### src/lss_pkg.sv
`timescale 1ns / 1ps
// shared types, codes and sizes of the rgb led step sequencer
// no dependencies

package lss_pkg;

  localparam int STEPS_DEFAULT = 16;
  localparam int TABLE_DEPTH   = 16;
  localparam int IDX_W         = $clog2(TABLE_DEPTH);
  localparam int POS_W         = $clog2(TABLE_DEPTH + 1);
  localparam int QUEUE_DEPTH   = 2;

  localparam int COLOR_W = 24;
  localparam int HOLD_W  = 16;
  localparam int REP_W   = 17;
  localparam int FUNC_W  = 2;

  localparam logic [FUNC_W-1:0] FUNC_TICK  = 2'd0;
  localparam logic [FUNC_W-1:0] FUNC_WRITE = 2'd1;
  localparam logic [FUNC_W-1:0] FUNC_START = 2'd2;
  localparam logic [FUNC_W-1:0] FUNC_NONE  = 2'd3;

  localparam logic KIND_SET  = 1'b0;
  localparam logic KIND_HOLD = 1'b1;

  typedef struct packed {
    logic               kind;
    logic [COLOR_W-1:0] color;
    logic [HOLD_W-1:0]  hold;
  } entry_t;

  typedef struct packed {
    logic [FUNC_W-1:0]  op;
    logic [IDX_W-1:0]   index;
    entry_t             entry;
    logic [POS_W-1:0]   length;
    logic [REP_W-1:0]   repeats;
    logic [COLOR_W-1:0] final_color;
  } cmd_t;

endpackage

### src/lss_if.sv
`timescale 1ns / 1ps
// valid/ready channels of the rgb led step sequencer
// depends on lss_pkg

interface lss_req_if;
  logic                          valid;
  logic                          ready;
  logic [lss_pkg::FUNC_W-1:0]    func;
  logic [3:0]                    step_index;
  logic                          step_kind;
  logic [lss_pkg::COLOR_W-1:0]   step_color;
  logic [lss_pkg::HOLD_W-1:0]    step_hold_ms;
  logic [4:0]                    seq_length;
  logic signed [lss_pkg::REP_W-1:0] extra_repeats;
  logic [lss_pkg::COLOR_W-1:0]   final_color;

  modport source (
    output valid, func, step_index, step_kind, step_color, step_hold_ms,
           seq_length, extra_repeats, final_color,
    input  ready
  );
  modport sink (
    input  valid, func, step_index, step_kind, step_color, step_hold_ms,
           seq_length, extra_repeats, final_color,
    output ready
  );
endinterface

interface lss_rsp_if;
  logic                        valid;
  logic                        ready;
  logic [lss_pkg::COLOR_W-1:0] led_color;
  logic                        finished;
  logic                        last;

  modport source (output valid, led_color, finished, last, input ready);
  modport sink   (input valid, led_color, finished, last, output ready);
endinterface

### src/lss_ram.sv
`timescale 1ns / 1ps
// generic single-write single-read ram with registered read data
// no dependencies

module lss_ram #(
  parameter int WIDTH = 8,
  parameter int DEPTH = 16
) (
  input  logic                     clk,
  input  logic                     we,
  input  logic [$clog2(DEPTH)-1:0] waddr,
  input  logic [WIDTH-1:0]         wdata,
  input  logic                     re,
  input  logic [$clog2(DEPTH)-1:0] raddr,
  output logic [WIDTH-1:0]         rdata
);

  logic [WIDTH-1:0] mem [DEPTH];

  always_ff @(posedge clk) begin
    if (we) begin
      mem[waddr] <= wdata;
    end
    if (re) begin
      rdata <= mem[raddr];
    end
  end

endmodule

### src/lss_front.sv
`timescale 1ns / 1ps
// front end: accepts request transactions, drops unknown codes, packs commands
// depends on lss_pkg and lss_if

module lss_front (
  lss_req_if.sink          req,
  input  logic             q_full,
  output logic             q_push,
  output lss_pkg::cmd_t    q_data
);
  import lss_pkg::*;

  localparam logic [4:0] MAX_LEN = 5'(TABLE_DEPTH);

  logic [4:0] len_sat;

  assign req.ready = !q_full;
  assign q_push    = req.valid && !q_full && (req.func != FUNC_NONE);

  assign len_sat = (req.seq_length > MAX_LEN) ? MAX_LEN : req.seq_length;

  always_comb begin
    q_data.op          = req.func;
    q_data.index       = req.step_index[IDX_W-1:0];
    q_data.entry.kind  = req.step_kind;
    q_data.entry.color = req.step_color;
    q_data.entry.hold  = req.step_hold_ms;
    q_data.length      = POS_W'(len_sat);
    q_data.repeats     = req.extra_repeats;
    q_data.final_color = req.final_color;
  end

endmodule

### src/lss_queue.sv
`timescale 1ns / 1ps
// short command queue between front and back end
// depends on lss_pkg

module lss_queue (
  input  logic          clk,
  input  logic          rst,
  input  logic          push,
  input  lss_pkg::cmd_t push_data,
  output logic          full,
  input  logic          pop,
  output lss_pkg::cmd_t pop_data,
  output logic          not_empty
);
  import lss_pkg::*;

  localparam int PTR_W = (QUEUE_DEPTH > 1) ? $clog2(QUEUE_DEPTH) : 1;
  localparam int CNT_W = $clog2(QUEUE_DEPTH + 1);
  localparam logic [PTR_W-1:0] PTR_LAST = PTR_W'(QUEUE_DEPTH - 1);
  localparam logic [CNT_W-1:0] CNT_FULL = CNT_W'(QUEUE_DEPTH);

  cmd_t             slots [QUEUE_DEPTH];
  logic [PTR_W-1:0] wr_ptr;
  logic [PTR_W-1:0] rd_ptr;
  logic [CNT_W-1:0] count;
  logic             do_push;
  logic             do_pop;

  assign full      = (count == CNT_FULL);
  assign not_empty = (count != '0);
  assign pop_data  = slots[rd_ptr];
  assign do_push   = push && !full;
  assign do_pop    = pop && not_empty;

  always_ff @(posedge clk) begin
    if (do_push) begin
      slots[wr_ptr] <= push_data;
    end
  end

  always_ff @(posedge clk) begin
    if (rst) begin
      wr_ptr <= '0;
      rd_ptr <= '0;
      count  <= '0;
    end else begin
      if (do_push) begin
        wr_ptr <= (wr_ptr == PTR_LAST) ? '0 : wr_ptr + 1'b1;
      end
      if (do_pop) begin
        rd_ptr <= (rd_ptr == PTR_LAST) ? '0 : rd_ptr + 1'b1;
      end
      if (do_push && !do_pop) begin
        count <= count + 1'b1;
      end else if (do_pop && !do_push) begin
        count <= count - 1'b1;
      end
    end
  end

endmodule

### src/lss_back.sv
`timescale 1ns / 1ps
// back end: step table, hold countdown, table walk and result register
// depends on lss_pkg, lss_if and lss_ram

module lss_back #(
  parameter int STEPS = lss_pkg::STEPS_DEFAULT
) (
  input  logic          clk,
  input  logic          rst,
  input  logic          cmd_valid,
  input  lss_pkg::cmd_t cmd,
  output logic          cmd_pop,
  lss_rsp_if.source     rsp
);
  import lss_pkg::*;

  localparam int VISIT_LIMIT = (STEPS < TABLE_DEPTH) ? STEPS : TABLE_DEPTH;
  localparam int VISIT_W     = $clog2(VISIT_LIMIT + 1);
  localparam logic [VISIT_W-1:0] VISIT_MAX = VISIT_W'(VISIT_LIMIT);

  localparam logic [1:0] S_IDLE  = 2'd0;
  localparam logic [1:0] S_CHECK = 2'd1;
  localparam logic [1:0] S_EXEC  = 2'd2;
  localparam logic [1:0] S_FLUSH = 2'd3;

  logic [1:0]         state, state_next;
  logic               running, running_next;
  logic [POS_W-1:0]   active_length, active_length_next;
  logic [POS_W-1:0]   position, position_next;
  logic [REP_W-1:0]   repeats_left, repeats_left_next;
  logic [COLOR_W-1:0] end_color, end_color_next;
  logic [HOLD_W-1:0]  hold_left, hold_left_next;
  logic [VISIT_W-1:0] visits, visits_next;
  logic               pend_valid, pend_valid_next;
  logic [COLOR_W-1:0] pend_color, pend_color_next;
  logic               pend_fin, pend_fin_next;

  logic               out_valid;
  logic [COLOR_W-1:0] out_color;
  logic               out_fin;
  logic               out_last;

  logic               push_ok;
  logic               push_en;
  logic               push_last;

  logic               ram_we;
  logic               ram_re;
  entry_t             rd_entry;
  logic [POS_W-1:0]   pos_inc;

  lss_ram #(
    .WIDTH ($bits(entry_t)),
    .DEPTH (TABLE_DEPTH)
  ) u_table (
    .clk   (clk),
    .we    (ram_we),
    .waddr (cmd.index),
    .wdata (cmd.entry),
    .re    (ram_re),
    .raddr (position[IDX_W-1:0]),
    .rdata (rd_entry)
  );

  assign push_ok   = !out_valid || rsp.ready;
  assign pos_inc   = position + 1'b1;

  assign rsp.valid     = out_valid;
  assign rsp.led_color = out_color;
  assign rsp.finished  = out_fin;
  assign rsp.last      = out_last;

  always_comb begin
    state_next         = state;
    running_next       = running;
    active_length_next = active_length;
    position_next      = position;
    repeats_left_next  = repeats_left;
    end_color_next     = end_color;
    hold_left_next     = hold_left;
    visits_next        = visits;
    pend_valid_next    = pend_valid;
    pend_color_next    = pend_color;
    pend_fin_next      = pend_fin;
    cmd_pop            = 1'b0;
    ram_we             = 1'b0;
    ram_re             = 1'b0;
    push_en            = 1'b0;
    push_last          = 1'b0;

    case (state)
      S_IDLE: begin
        if (cmd_valid) begin
          cmd_pop = 1'b1;
          case (cmd.op)
            FUNC_TICK: begin
              if (running) begin
                if (hold_left <= HOLD_W'(1)) begin
                  hold_left_next = '0;
                  visits_next    = '0;
                  state_next     = S_CHECK;
                end else begin
                  hold_left_next = hold_left - 1'b1;
                end
              end
            end
            FUNC_WRITE: begin
              ram_we = 1'b1;
            end
            FUNC_START: begin
              active_length_next = cmd.length;
              repeats_left_next  = cmd.repeats[REP_W-1] ? '1 : cmd.repeats;
              end_color_next     = cmd.final_color;
              position_next      = '0;
              hold_left_next     = '0;
              visits_next        = '0;
              if (cmd.length == '0) begin
                running_next    = 1'b0;
                pend_valid_next = 1'b1;
                pend_color_next = cmd.final_color;
                pend_fin_next   = 1'b0;
                state_next      = S_FLUSH;
              end else begin
                running_next = 1'b1;
                state_next   = S_CHECK;
              end
            end
            default: begin
            end
          endcase
        end
      end

      S_CHECK: begin
        if (position >= active_length) begin
          if (!pend_valid || push_ok) begin
            push_en         = pend_valid;
            running_next    = 1'b0;
            hold_left_next  = '0;
            pend_valid_next = 1'b1;
            pend_color_next = end_color;
            pend_fin_next   = 1'b1;
            state_next      = S_FLUSH;
          end
        end else if (visits >= VISIT_MAX) begin
          hold_left_next = HOLD_W'(1);
          state_next     = S_FLUSH;
        end else begin
          ram_re     = 1'b1;
          state_next = S_EXEC;
        end
      end

      S_EXEC: begin
        if (rd_entry.kind == KIND_HOLD || !pend_valid || push_ok) begin
          if (rd_entry.kind == KIND_SET) begin
            push_en         = pend_valid;
            pend_valid_next = 1'b1;
            pend_color_next = rd_entry.color;
            pend_fin_next   = 1'b0;
          end
          visits_next = visits + 1'b1;
          if (pos_inc == active_length && repeats_left != '0) begin
            position_next = '0;
            if (!repeats_left[REP_W-1]) begin
              repeats_left_next = repeats_left - 1'b1;
            end
          end else begin
            position_next = pos_inc;
          end
          if (rd_entry.kind == KIND_HOLD && rd_entry.hold != '0) begin
            hold_left_next = rd_entry.hold;
            state_next     = S_FLUSH;
          end else begin
            state_next = S_CHECK;
          end
        end
      end

      S_FLUSH: begin
        if (!pend_valid) begin
          state_next = S_IDLE;
        end else if (push_ok) begin
          push_en         = 1'b1;
          push_last       = 1'b1;
          pend_valid_next = 1'b0;
          state_next      = S_IDLE;
        end
      end

      default: begin
        state_next = S_IDLE;
      end
    endcase
  end

  always_ff @(posedge clk) begin
    if (rst) begin
      state         <= S_IDLE;
      running       <= 1'b0;
      active_length <= '0;
      position      <= '0;
      repeats_left  <= '0;
      end_color     <= '0;
      hold_left     <= '0;
      visits        <= '0;
      pend_valid    <= 1'b0;
      out_valid     <= 1'b0;
    end else begin
      state         <= state_next;
      running       <= running_next;
      active_length <= active_length_next;
      position      <= position_next;
      repeats_left  <= repeats_left_next;
      end_color     <= end_color_next;
      hold_left     <= hold_left_next;
      visits        <= visits_next;
      pend_valid    <= pend_valid_next;
      if (push_en) begin
        out_valid <= 1'b1;
      end else if (rsp.ready) begin
        out_valid <= 1'b0;
      end
    end
  end

  always_ff @(posedge clk) begin
    pend_color <= pend_color_next;
    pend_fin   <= pend_fin_next;
    if (push_en) begin
      out_color <= pend_color;
      out_fin   <= pend_fin;
      out_last  <= push_last;
    end
  end

endmodule

### src/rgb_led_step_sequencer_top.sv
`timescale 1ns / 1ps
// rgb led step sequencer: req channel in, rsp channel out
// usage:
//   req carries one transaction per item: func 0 is a one-millisecond tick,
//   func 1 writes a step entry, func 2 starts a sequence, func 3 is dropped.
//   rsp carries the colors driven to the led; last marks the final result
//   of a request, finished marks the final color of a run that ended.
//   an item that causes no result produces no rsp transaction.
// flow:
//   requests are written into a two-entry command queue at the accepting
//   edge and are taken from it by the back end while it is idle.
//   a write or a tick without a walk is handled in the back end's idle state.
//   a walk visits each table entry by giving its address in the check state
//   and using the registered table read in the exec state; the last result
//   is then flushed to the output register.
// reset: rst (synchronous) clears the queue, stops any run, sets the end
//   color to zero; the step table holds unknown data until written.
// stall: a stalled rsp holds one result in the output register and one
//   pending; the walk waits, the queue fills and req.ready drops.
// depends on lss_pkg, lss_if, lss_front, lss_queue, lss_back

module rgb_led_step_sequencer_top #(
  parameter int STEPS = lss_pkg::STEPS_DEFAULT
) (
  input  logic      clk,
  input  logic      rst,
  lss_req_if.sink   req,
  lss_rsp_if.source rsp
);
  import lss_pkg::*;

  logic q_full;
  logic q_push;
  cmd_t q_in;
  logic q_pop;
  cmd_t q_out;
  logic q_not_empty;

  lss_front u_front (
    .req    (req),
    .q_full (q_full),
    .q_push (q_push),
    .q_data (q_in)
  );

  lss_queue u_queue (
    .clk       (clk),
    .rst       (rst),
    .push      (q_push),
    .push_data (q_in),
    .full      (q_full),
    .pop       (q_pop),
    .pop_data  (q_out),
    .not_empty (q_not_empty)
  );

  lss_back #(
    .STEPS (STEPS)
  ) u_back (
    .clk       (clk),
    .rst       (rst),
    .cmd_valid (q_not_empty),
    .cmd       (q_out),
    .cmd_pop   (q_pop),
    .rsp       (rsp)
  );

endmodule

### src/flat_wrapper.sv
// flat-port wrapper written by rule: the top's interface ports become plain ports
module rgb_led_step_sequencer_top_flat import lss_pkg::*;
#(
  parameter int STEPS = lss_pkg::STEPS_DEFAULT
)
  (clk, rst, req_valid, req_func, req_step_index, req_step_kind, req_step_color, req_step_hold_ms, req_seq_length, req_extra_repeats, req_final_color, req_ready, rsp_valid, rsp_led_color, rsp_finished, rsp_last, rsp_ready);
  lss_req_if req_i ();
  lss_rsp_if rsp_i ();
  input  logic clk;
  input  logic rst;
  input wire logic [$bits(req_i.valid)-1:0] req_valid;
  input wire logic [$bits(req_i.func)-1:0] req_func;
  input wire logic [$bits(req_i.step_index)-1:0] req_step_index;
  input wire logic [$bits(req_i.step_kind)-1:0] req_step_kind;
  input wire logic [$bits(req_i.step_color)-1:0] req_step_color;
  input wire logic [$bits(req_i.step_hold_ms)-1:0] req_step_hold_ms;
  input wire logic [$bits(req_i.seq_length)-1:0] req_seq_length;
  input wire logic [$bits(req_i.extra_repeats)-1:0] req_extra_repeats;
  input wire logic [$bits(req_i.final_color)-1:0] req_final_color;
  output wire logic [$bits(req_i.ready)-1:0] req_ready;
  output wire logic [$bits(rsp_i.valid)-1:0] rsp_valid;
  output wire logic [$bits(rsp_i.led_color)-1:0] rsp_led_color;
  output wire logic [$bits(rsp_i.finished)-1:0] rsp_finished;
  output wire logic [$bits(rsp_i.last)-1:0] rsp_last;
  input wire logic [$bits(rsp_i.ready)-1:0] rsp_ready;
  assign req_i.valid = req_valid;
  assign req_i.func = req_func;
  assign req_i.step_index = req_step_index;
  assign req_i.step_kind = req_step_kind;
  assign req_i.step_color = req_step_color;
  assign req_i.step_hold_ms = req_step_hold_ms;
  assign req_i.seq_length = req_seq_length;
  assign req_i.extra_repeats = req_extra_repeats;
  assign req_i.final_color = req_final_color;
  assign req_ready = req_i.ready;
  assign rsp_valid = rsp_i.valid;
  assign rsp_led_color = rsp_i.led_color;
  assign rsp_finished = rsp_i.finished;
  assign rsp_last = rsp_i.last;
  assign rsp_i.ready = rsp_ready;
  rgb_led_step_sequencer_top #(.STEPS(STEPS)) u_core (.clk(clk), .rst(rst), .req(req_i), .rsp(rsp_i));
endmodule
### config.mk
export PLATFORM = sky130hd
export DESIGN_NAME = rgb_led_step_sequencer_top_flat
export DESIGN_NICKNAME = d
export VERILOG_FILES = /design/src/lss_pkg.sv /design/src/lss_if.sv /design/src/lss_ram.sv /design/src/lss_front.sv /design/src/lss_queue.sv /design/src/lss_back.sv /design/src/rgb_led_step_sequencer_top.sv /design/src/flat_wrapper.sv
export SDC_FILE = /design/constraint.sdc
export NUM_CORES = 1
export LEC_CHECK = 0
export BUFFER_PORTS_ARGS = -buffer_cell sky130_fd_sc_hd__buf_2
export CAP_MARGIN = 40
export CORE_MARGIN = 10
export CORE_UTILIZATION = 50
export CTS_BUF_LIST = sky130_fd_sc_hd__clkbuf_4
export DETAILED_ROUTE_END_ITERATION = 6
export PLACE_DENSITY = 0.64
export SLEW_MARGIN = 40
export SYNTH_ARGS = -nofsm -noshare
export SYNTH_HDL_FRONTEND = slang
export SYNTH_SLANG_ARGS = --single-unit
export TNS_END_PERCENT = 30
### constraint.sdc
create_clock -name clk -period 12.95 [get_ports clk]
set_input_delay 0.6475 -clock clk [delete_from_list [all_inputs] [get_ports clk]]
set_output_delay 0.6475 -clock clk [all_outputs]
set_load 0.03 [all_outputs]
# Word level (Yosys, flattened, before mapping)
# Memory sizes are Yosys's and may differ from the RTL's. A register that Yosys moved wholly into a read port is not among the register bits.
# Cells that the tools add are included.
# word_totals
ram_bits	842
n_memories	2
output_inout_bits	28
input_bits	97
reg_bits	132
elab_cells	194
# memory_table
name	words	width	read_ports	rd_clocked_by_memory_dff	wr	line_no	text
u_core.u_back.u_table.mem	16	41	1	1	1	lss_ram.sv:18	logic [WIDTH-1:0] mem [DEPTH];
u_core.u_queue.slots	2	93	1	1	1	lss_queue.sv:22	cmd_t slots [QUEUE_DEPTH];
# op_classes
muxes	99
n_lt_le_gt_ge	4
eq_ne	24
n_reduce_logical	38
add_sub_neg	8
# ops
op	count
$mux 24	7
$mux 16	8
$mux 17	6
$pmux 24 s3	1
$pmux 16 s3	1
$mux 5	9
$mux 1	44
$pmux 17 s2	1
$pmux 16 s2	1
$pmux 5 s2	3
$mux 2	12
$ne 2x2->1 const B	9
$reduce_bool 17->1	1
$sub 17x1->17 const B	1
$le 16x1->1 const B	1
$reduce_and 8->1	2
$reduce_bool 16->1	1
$sub 16x1->16 const B	1
$ne 3x3->1 const B	5
$reduce_and 7->1	2
$reduce_and 6->1	2
$add 5x1->5 const B	2
$reduce_and 5->1	2
$reduce_bool 2->1	5
24 further kinds	46

# Longest topological paths before layout
# logic_depth
ltp_word	9
ltp_mapped	12
mapped_depth_nobuf	8

# Hierarchy
# From an unflattened synthesis, not the netlist that was laid out.
# unflattened
hier_cells	2182
area_unflattened_um2	39934.6
# by_module_without_submodules
module	n_inst	cells_each	area_per_inst_um2	seq_area_each_um2
lss_ram	1	1066	25779.7	20930.1
lss_queue	1	314	6949.2	5685.5
lss_back	1	706	6502.5	3072.9
lss_front	1	96	703.2	0.0

# Worst setup path after synthesis
# OpenSTA, ideal clock, no wires.
# synth_path
kind	reg-to-reg
start	register u_core.u_queue.count[0]
end	memory u_core.u_queue.slots[0][0] in the netlist's numbering, enable pin
t_required_ns	12.393
slack_ns	7.289
arrival_ns	5.104
path_buffers	0
setup_ns	0.557
path_stages_with_launch	4
period_less_slack_ns	5.661
cell_sequence	dfxtp_1 > nand2b_1 > and3_1 > nor2b_1
# synth_via
elab_chain_cells	7
# synth_rtl
item	line_no	text
start, declared	lss_queue.sv:25	logic [CNT_W-1:0] count;
start signal, assigned	lss_queue.sv:54	count <= count + 1'b1;
start signal, assigned	lss_queue.sv:56	count <= count - 1'b1;
$eq 2x2->1 (*)	lss_queue.sv:29	assign full = (count == CNT_FULL);
$logic_not 1->1 (*)	n/a	
via req_ready	flat_wrapper.sv:20	output wire logic [$bits(req_i.ready)-1:0] req_ready;
$logic_and 1x1->1 (2 in series)	lss_front.sv:18	assign q_push = req.valid && !q_full && (req.func != FUNC_NONE);
$logic_and 1x1->1 (*)	lss_queue.sv:32	assign do_push = push && !full;
via u_core.u_queue.do_push	lss_queue.sv:26	logic do_push;
$mux 1 (*)	lss_queue.sv:36	if (do_push) begin
$mux 1 (not written as such) (*)	lss_queue.sv:37	slots[wr_ptr] <= push_data;
end, declared	lss_queue.sv:22	
# The timed path passes the listed nets; every way through them passes the cells marked *.

==> impl_metrics.prom <==
# TYPE chip_impl_metric gauge
chip_impl_metric{name="final_cells",unit=""} 3626
chip_impl_metric{name="finalWirelength",unit="um"} 90080
chip_impl_info{name="setup_repair_after_global_routing_missed_its_margin",value="false"} 1
chip_impl_metric{name="clock_insertion_delay_worst_skew",unit="ns"} 1.09
chip_impl_metric{name="max-slew-margin-rel",unit="%"} 45.30
chip_impl_info{name="timing.critical_path.slowest_stage_cell",value="sky130_fd_sc_hd__nor2_4"} 1
chip_impl_metric{name="placement.io_buffers",unit=""} 124
chip_impl_metric{name="core_area",unit="um^2"} 77590
chip_impl_metric{name="postRouteAntennaNets",unit=""} 0
chip_impl_metric{name="skew",unit="ns"} 0.07847
chip_impl_metric{name="cp.buffers_inverters",unit=""} 2
chip_impl_metric{name="vdd.ir_drop.worst",unit="mV"} 0.07049
chip_impl_metric{name="initialDrtViolationCount",unit=""} 2133
chip_impl_metric{name="dieWidth",unit="um"} 299.8
chip_impl_metric{name="seq_total_area_yosys",unit="%"} 75.82
chip_impl_info{name="cp_common_cell",value="sky130_fd_sc_hd__nand2_1"} 1
chip_impl_metric{name="grt_usage",unit="%"} 20.16
chip_impl_metric{name="pre_repair_dr_iteration_count",unit=""} 6
chip_impl_metric{name="mappedNetlistArea",unit="um^2"} 39160
chip_impl_metric{name="dieArea",unit="um^2"} 89910
chip_impl_metric{name="avgSynthCellArea",unit="um^2"} 19.76
chip_impl_metric{name="achievable-frequency",unit="MHz"} 269.2
chip_impl_info{name="worstSetupEndpointType",value="flip-flop"} 1
chip_impl_metric{name="cp.arrival",unit="ns"} 4.37
chip_impl_info{name="tritoncts",value="yes"} 1
chip_impl_metric{name="largest_net_degree_at_the_start_of_global_routing",unit=""} 90
chip_impl_info{name="timing.critical_path.max_delay_family",value="simple AND/OR/NAND/NOR gates"} 1
chip_impl_metric{name="top_fanout_value_on_the_critical_path",unit=""} 51
chip_impl_info{name="yosys-top-cells-count",value="934 x sky130_fd_sc_hd__edfxtp_1, 205 x sky130_fd_sc_hd__mux4_2, 105 x sky130_fd_sc_hd__nor2_1, 82 x sky130_fd_sc_hd__dfxtp_1, 74 x sky130_fd_sc_hd__clkbuf_1"} 1
chip_impl_metric{name="totalPowerFinal",unit="uW"} 8408
chip_impl_metric{name="number_of_primary_i_o_pins",unit=""} 125
chip_impl_metric{name="placedCellCount",unit=""} 3081
chip_impl_info{name="min_path_type",value="in -> reg"} 1
chip_impl_metric{name="seq_cells_post_synth",unit=""} 1016
chip_impl_metric{name="critPathMaxStageDelay",unit="ns"} 0.65
chip_impl_metric{name="gp_routability_congestion",unit=""} 0.8089
chip_impl_metric{name="vias_per_cell",unit=""} 5.825
chip_impl_metric{name="setup-violations-final",unit=""} 0
chip_impl_metric{name="gr-total-overflow",unit=""} 0
chip_impl_metric{name="tritoncts_num_sinks",unit=""} 1016
chip_impl_metric{name="clk_pin_slew",unit="ns"} 0.06
chip_impl_metric{name="synth_cell_types",unit=""} 70
chip_impl_info{name="synth-main-ff-cell",value="sky130_fd_sc_hd__edfxtp_1"} 1
chip_impl_metric{name="layout_worst_path_cycle_share",unit="%"} 28.68
chip_impl_metric{name="fin_tns_setup",unit="ns"} 0
chip_impl_metric{name="htree_levels",unit=""} 5
chip_impl_metric{name="floorplan.initialDensity",unit="%"} 50.46
chip_impl_metric{name="final_routed_drc_violation_total",unit=""} 0
chip_impl_metric{name="final_period_minus_worst_setup_slack",unit="ns"} 3.714
chip_impl_metric{name="area_growth_syn_to_layout",unit="%"} 16.27
chip_impl_metric{name="synth.top_cell.area_share",unit="%"} 71.63
chip_impl_info{name="critical_path.cell_chain",value="buf_6 -> nand2_1 -> o32a_1 -> nor2_1 -> nand2_1 -> nor2_4 -> buf_4"} 1
chip_impl_metric{name="post_route_cells_drive_above_1_share",unit="%"} 33.32
chip_impl_metric{name="timing.final.hold_violations",unit=""} 0
chip_impl_metric{name="via_count_of_the_first_global_routing_pass",unit=""} 22080
chip_impl_metric{name="routed-via-count",unit=""} 21120
chip_impl_metric{name="synth_edf_count",unit=""} 934
chip_impl_metric{name="final_core_util",unit="%"} 58.67
chip_impl_metric{name="fp.dieH",unit="um"} 299.8
chip_impl_info{name="outcome",value="finished, final reports clean"} 1
chip_impl_metric{name="p_leak",unit="uW"} 0.01466
chip_impl_metric{name="post_cts.resized_instances",unit=""} 0
chip_impl_metric{name="yosysWarningCount",unit=""} 0
chip_impl_metric{name="first_pass_grt_wire_length",unit="um"} 135800
chip_impl_metric{name="critical_path_rt",unit="ns"} 13.61
chip_impl_info{name="cp-start-kind",value="flip-flop"} 1
chip_impl_metric{name="max_cap_viol_count",unit=""} 0
chip_impl_metric{name="post_drt_wl_per_cell",unit="um"} 24.84
chip_impl_info{name="cell_type_contributing_the_most_total_cell_area_after_synthesis",value="sky130_fd_sc_hd__edfxtp_1"} 1
chip_impl_metric{name="antenna_found_initial",unit=""} 3
chip_impl_info{name="root_buffer",value="sky130_fd_sc_hd__clkbuf_4"} 1
chip_impl_metric{name="final_nets",unit=""} 2529
chip_impl_metric{name="postSynthCellCount",unit=""} 1982
chip_impl_metric{name="floorplan.rows",unit=""} 102
chip_impl_metric{name="timing.final.max_slew_violations",unit=""} 0
chip_impl_metric{name="tightestPinTransition",unit="ns"} 0.8205
chip_impl_info{name="path_class",value="reg -> reg"} 1
chip_impl_info{name="synth.most_common_cell",value="sky130_fd_sc_hd__edfxtp_1"} 1
chip_impl_metric{name="half_perimeter_wire_length_after_detailed_placement",unit="um"} 49830
chip_impl_metric{name="tritoncts.num_buffers",unit=""} 276
chip_impl_metric{name="cts_buffer_depth",unit=""} 4
chip_impl_metric{name="p_per_area",unit="nW/um^2"} 184.7
chip_impl_metric{name="post_synthesis_async_set_or_reset_flop_share",unit="%"} 0
chip_impl_info{name="ys_top_cells_by_area",value="sky130_fd_sc_hd__edfxtp_1 72%, sky130_fd_sc_hd__mux4_2 12%, sky130_fd_sc_hd__dfxtp_1 4.2%"} 1
chip_impl_metric{name="mappedNetlistNets",unit=""} 2096
==> kinds of logic (layout without fill, tap and decap cells) <==
kind of cell | Yosys count | after routing | share of synthesized area, %
compound gates | 252 | 252 | 4.592
xor+xnor | 25 | 25 | 0.5592
fa+ha+maj | 17 | 17 | 0.5432
buf+inv | 140 | 742 | 1.400
flops | 1016 | 1016 | 75.82
mux | 287 | 287 | 14.04
other cells | 0 | 2 | 0
simple gates | 245 | 245 | 3.048
==> final timing paths <==
kind / startpoint / end / slack (ns) / cells past startpoint
max: flip-flop / u_core.u_back.u_table.mem[4][17]$_DFFE_PP_ / 9.24 / 7
min: req_valid / u_core.u_queue.wr_ptr$_SDFFE_PP0P_ / 0.13 / 4
max reg2reg: flip-flop / u_core.u_back.u_table.mem[4][17]$_DFFE_PP_ / 9.24 / 7
min reg2reg: u_core.u_back.pend_color[8]$_DFFE_PP_ / u_core.u_back.rsp.led_color[8]$_DFFE_PP_ / 0.41 / 0
==> placed cells by master, fill, tap and decap left out, types with 17 or more instances in the layout <==
cell and instances:
sky130_fd_sc_hd__buf_4 20, sky130_fd_sc_hd__nor2_1 89, sky130_fd_sc_hd__a211oi_1 37, sky130_fd_sc_hd__dfxtp_1 77
sky130_fd_sc_hd__a21oi_1 62, sky130_fd_sc_hd__nand3_1 17, sky130_fd_sc_hd__nand2_1 35, sky130_fd_sc_hd__a221oi_1 26
sky130_fd_sc_hd__inv_1 31, sky130_fd_sc_hd__buf_2 125, sky130_fd_sc_hd__dlygate4sd3_1 95, sky130_fd_sc_hd__mux4_2 205
sky130_fd_sc_hd__clkinv_1 52, sky130_fd_sc_hd__o21ai_0 31, sky130_fd_sc_hd__edfxtp_1 934, sky130_fd_sc_hd__mux2_2 47
sky130_fd_sc_hd__clkbuf_4 380, sky130_fd_sc_hd__mux2i_1 35
==> registers in the layout, indices dropped and copies added, names as in the netlist, 16 cells and up, named ones only <==
name / count
u_core.u_back.hold_left: 16
u_core.u_back.end_color: 24
u_core.u_back.u_table.mem: 656
u_core.u_queue.slots: 186
u_core.u_back.u_table.rdata: 41
u_core.u_back.repeats_left: 17
u_core.u_back.rsp.led_color: 24
u_core.u_back.pend_color: 24
==> worst register-to-register path: stages, from the launching register on <==
cell	delay, ns
sky130_fd_sc_hd__dfxtp_4	0.48
sky130_fd_sc_hd__buf_6	0.54
sky130_fd_sc_hd__nand2_1	0.14
sky130_fd_sc_hd__o32a_1	0.18
sky130_fd_sc_hd__nor2_1	0.34
sky130_fd_sc_hd__nand2_1	0.35
sky130_fd_sc_hd__nor2_4	0.65
sky130_fd_sc_hd__buf_4	0.59
==> per-stage QoR <==
step                      setup WS, ns  cell area [um^2]  hold WS (ns)
after floorplan                  7.289             39160        0.4003
after global placement           8.932             41120        0.4025
after detailed placement         9.006             41310        0.4045
after CTS                        8.918             45480       0.02898
after global routing             9.009             45520        0.1088
final                            9.236             45530        0.1345
==> metal layers <==
metal  wire, um  part of all wire (%)  GRT usage, %
met1      36810                    41         27.01
met2      43650                    48         31.82
met3       7832                   8.7         5.433
met4       1775                   2.0         6.799
met5         13                 0.014             0
==> cell type report <==
class,count,area [um^2]
clock inverters,67,366.6
diodes,2,5.005
repair buffers,262,2071
fillers,5810,32070
flip-flops and latches,1016,29700
clock buffers,380,2853
inverters,33,123.9
multi-input cells,826,9101
well taps,1040,1301
==> power breakdown <==
part | switching, uW | total (uW) | internal, uW
registers | 136 | 4150 | 4020
clock network | 1230 | 2660 | 1430
logic | 966 | 1600 | 629
total | 2340 | 8410 | 6070
==> what timing repair did <==
action,4_1_cts,5_1_grt
endpoints found under the hold margin,189,0
buffers inserted,0,0
hold buffers,95,0
Power figures use the tool's default switching activity.
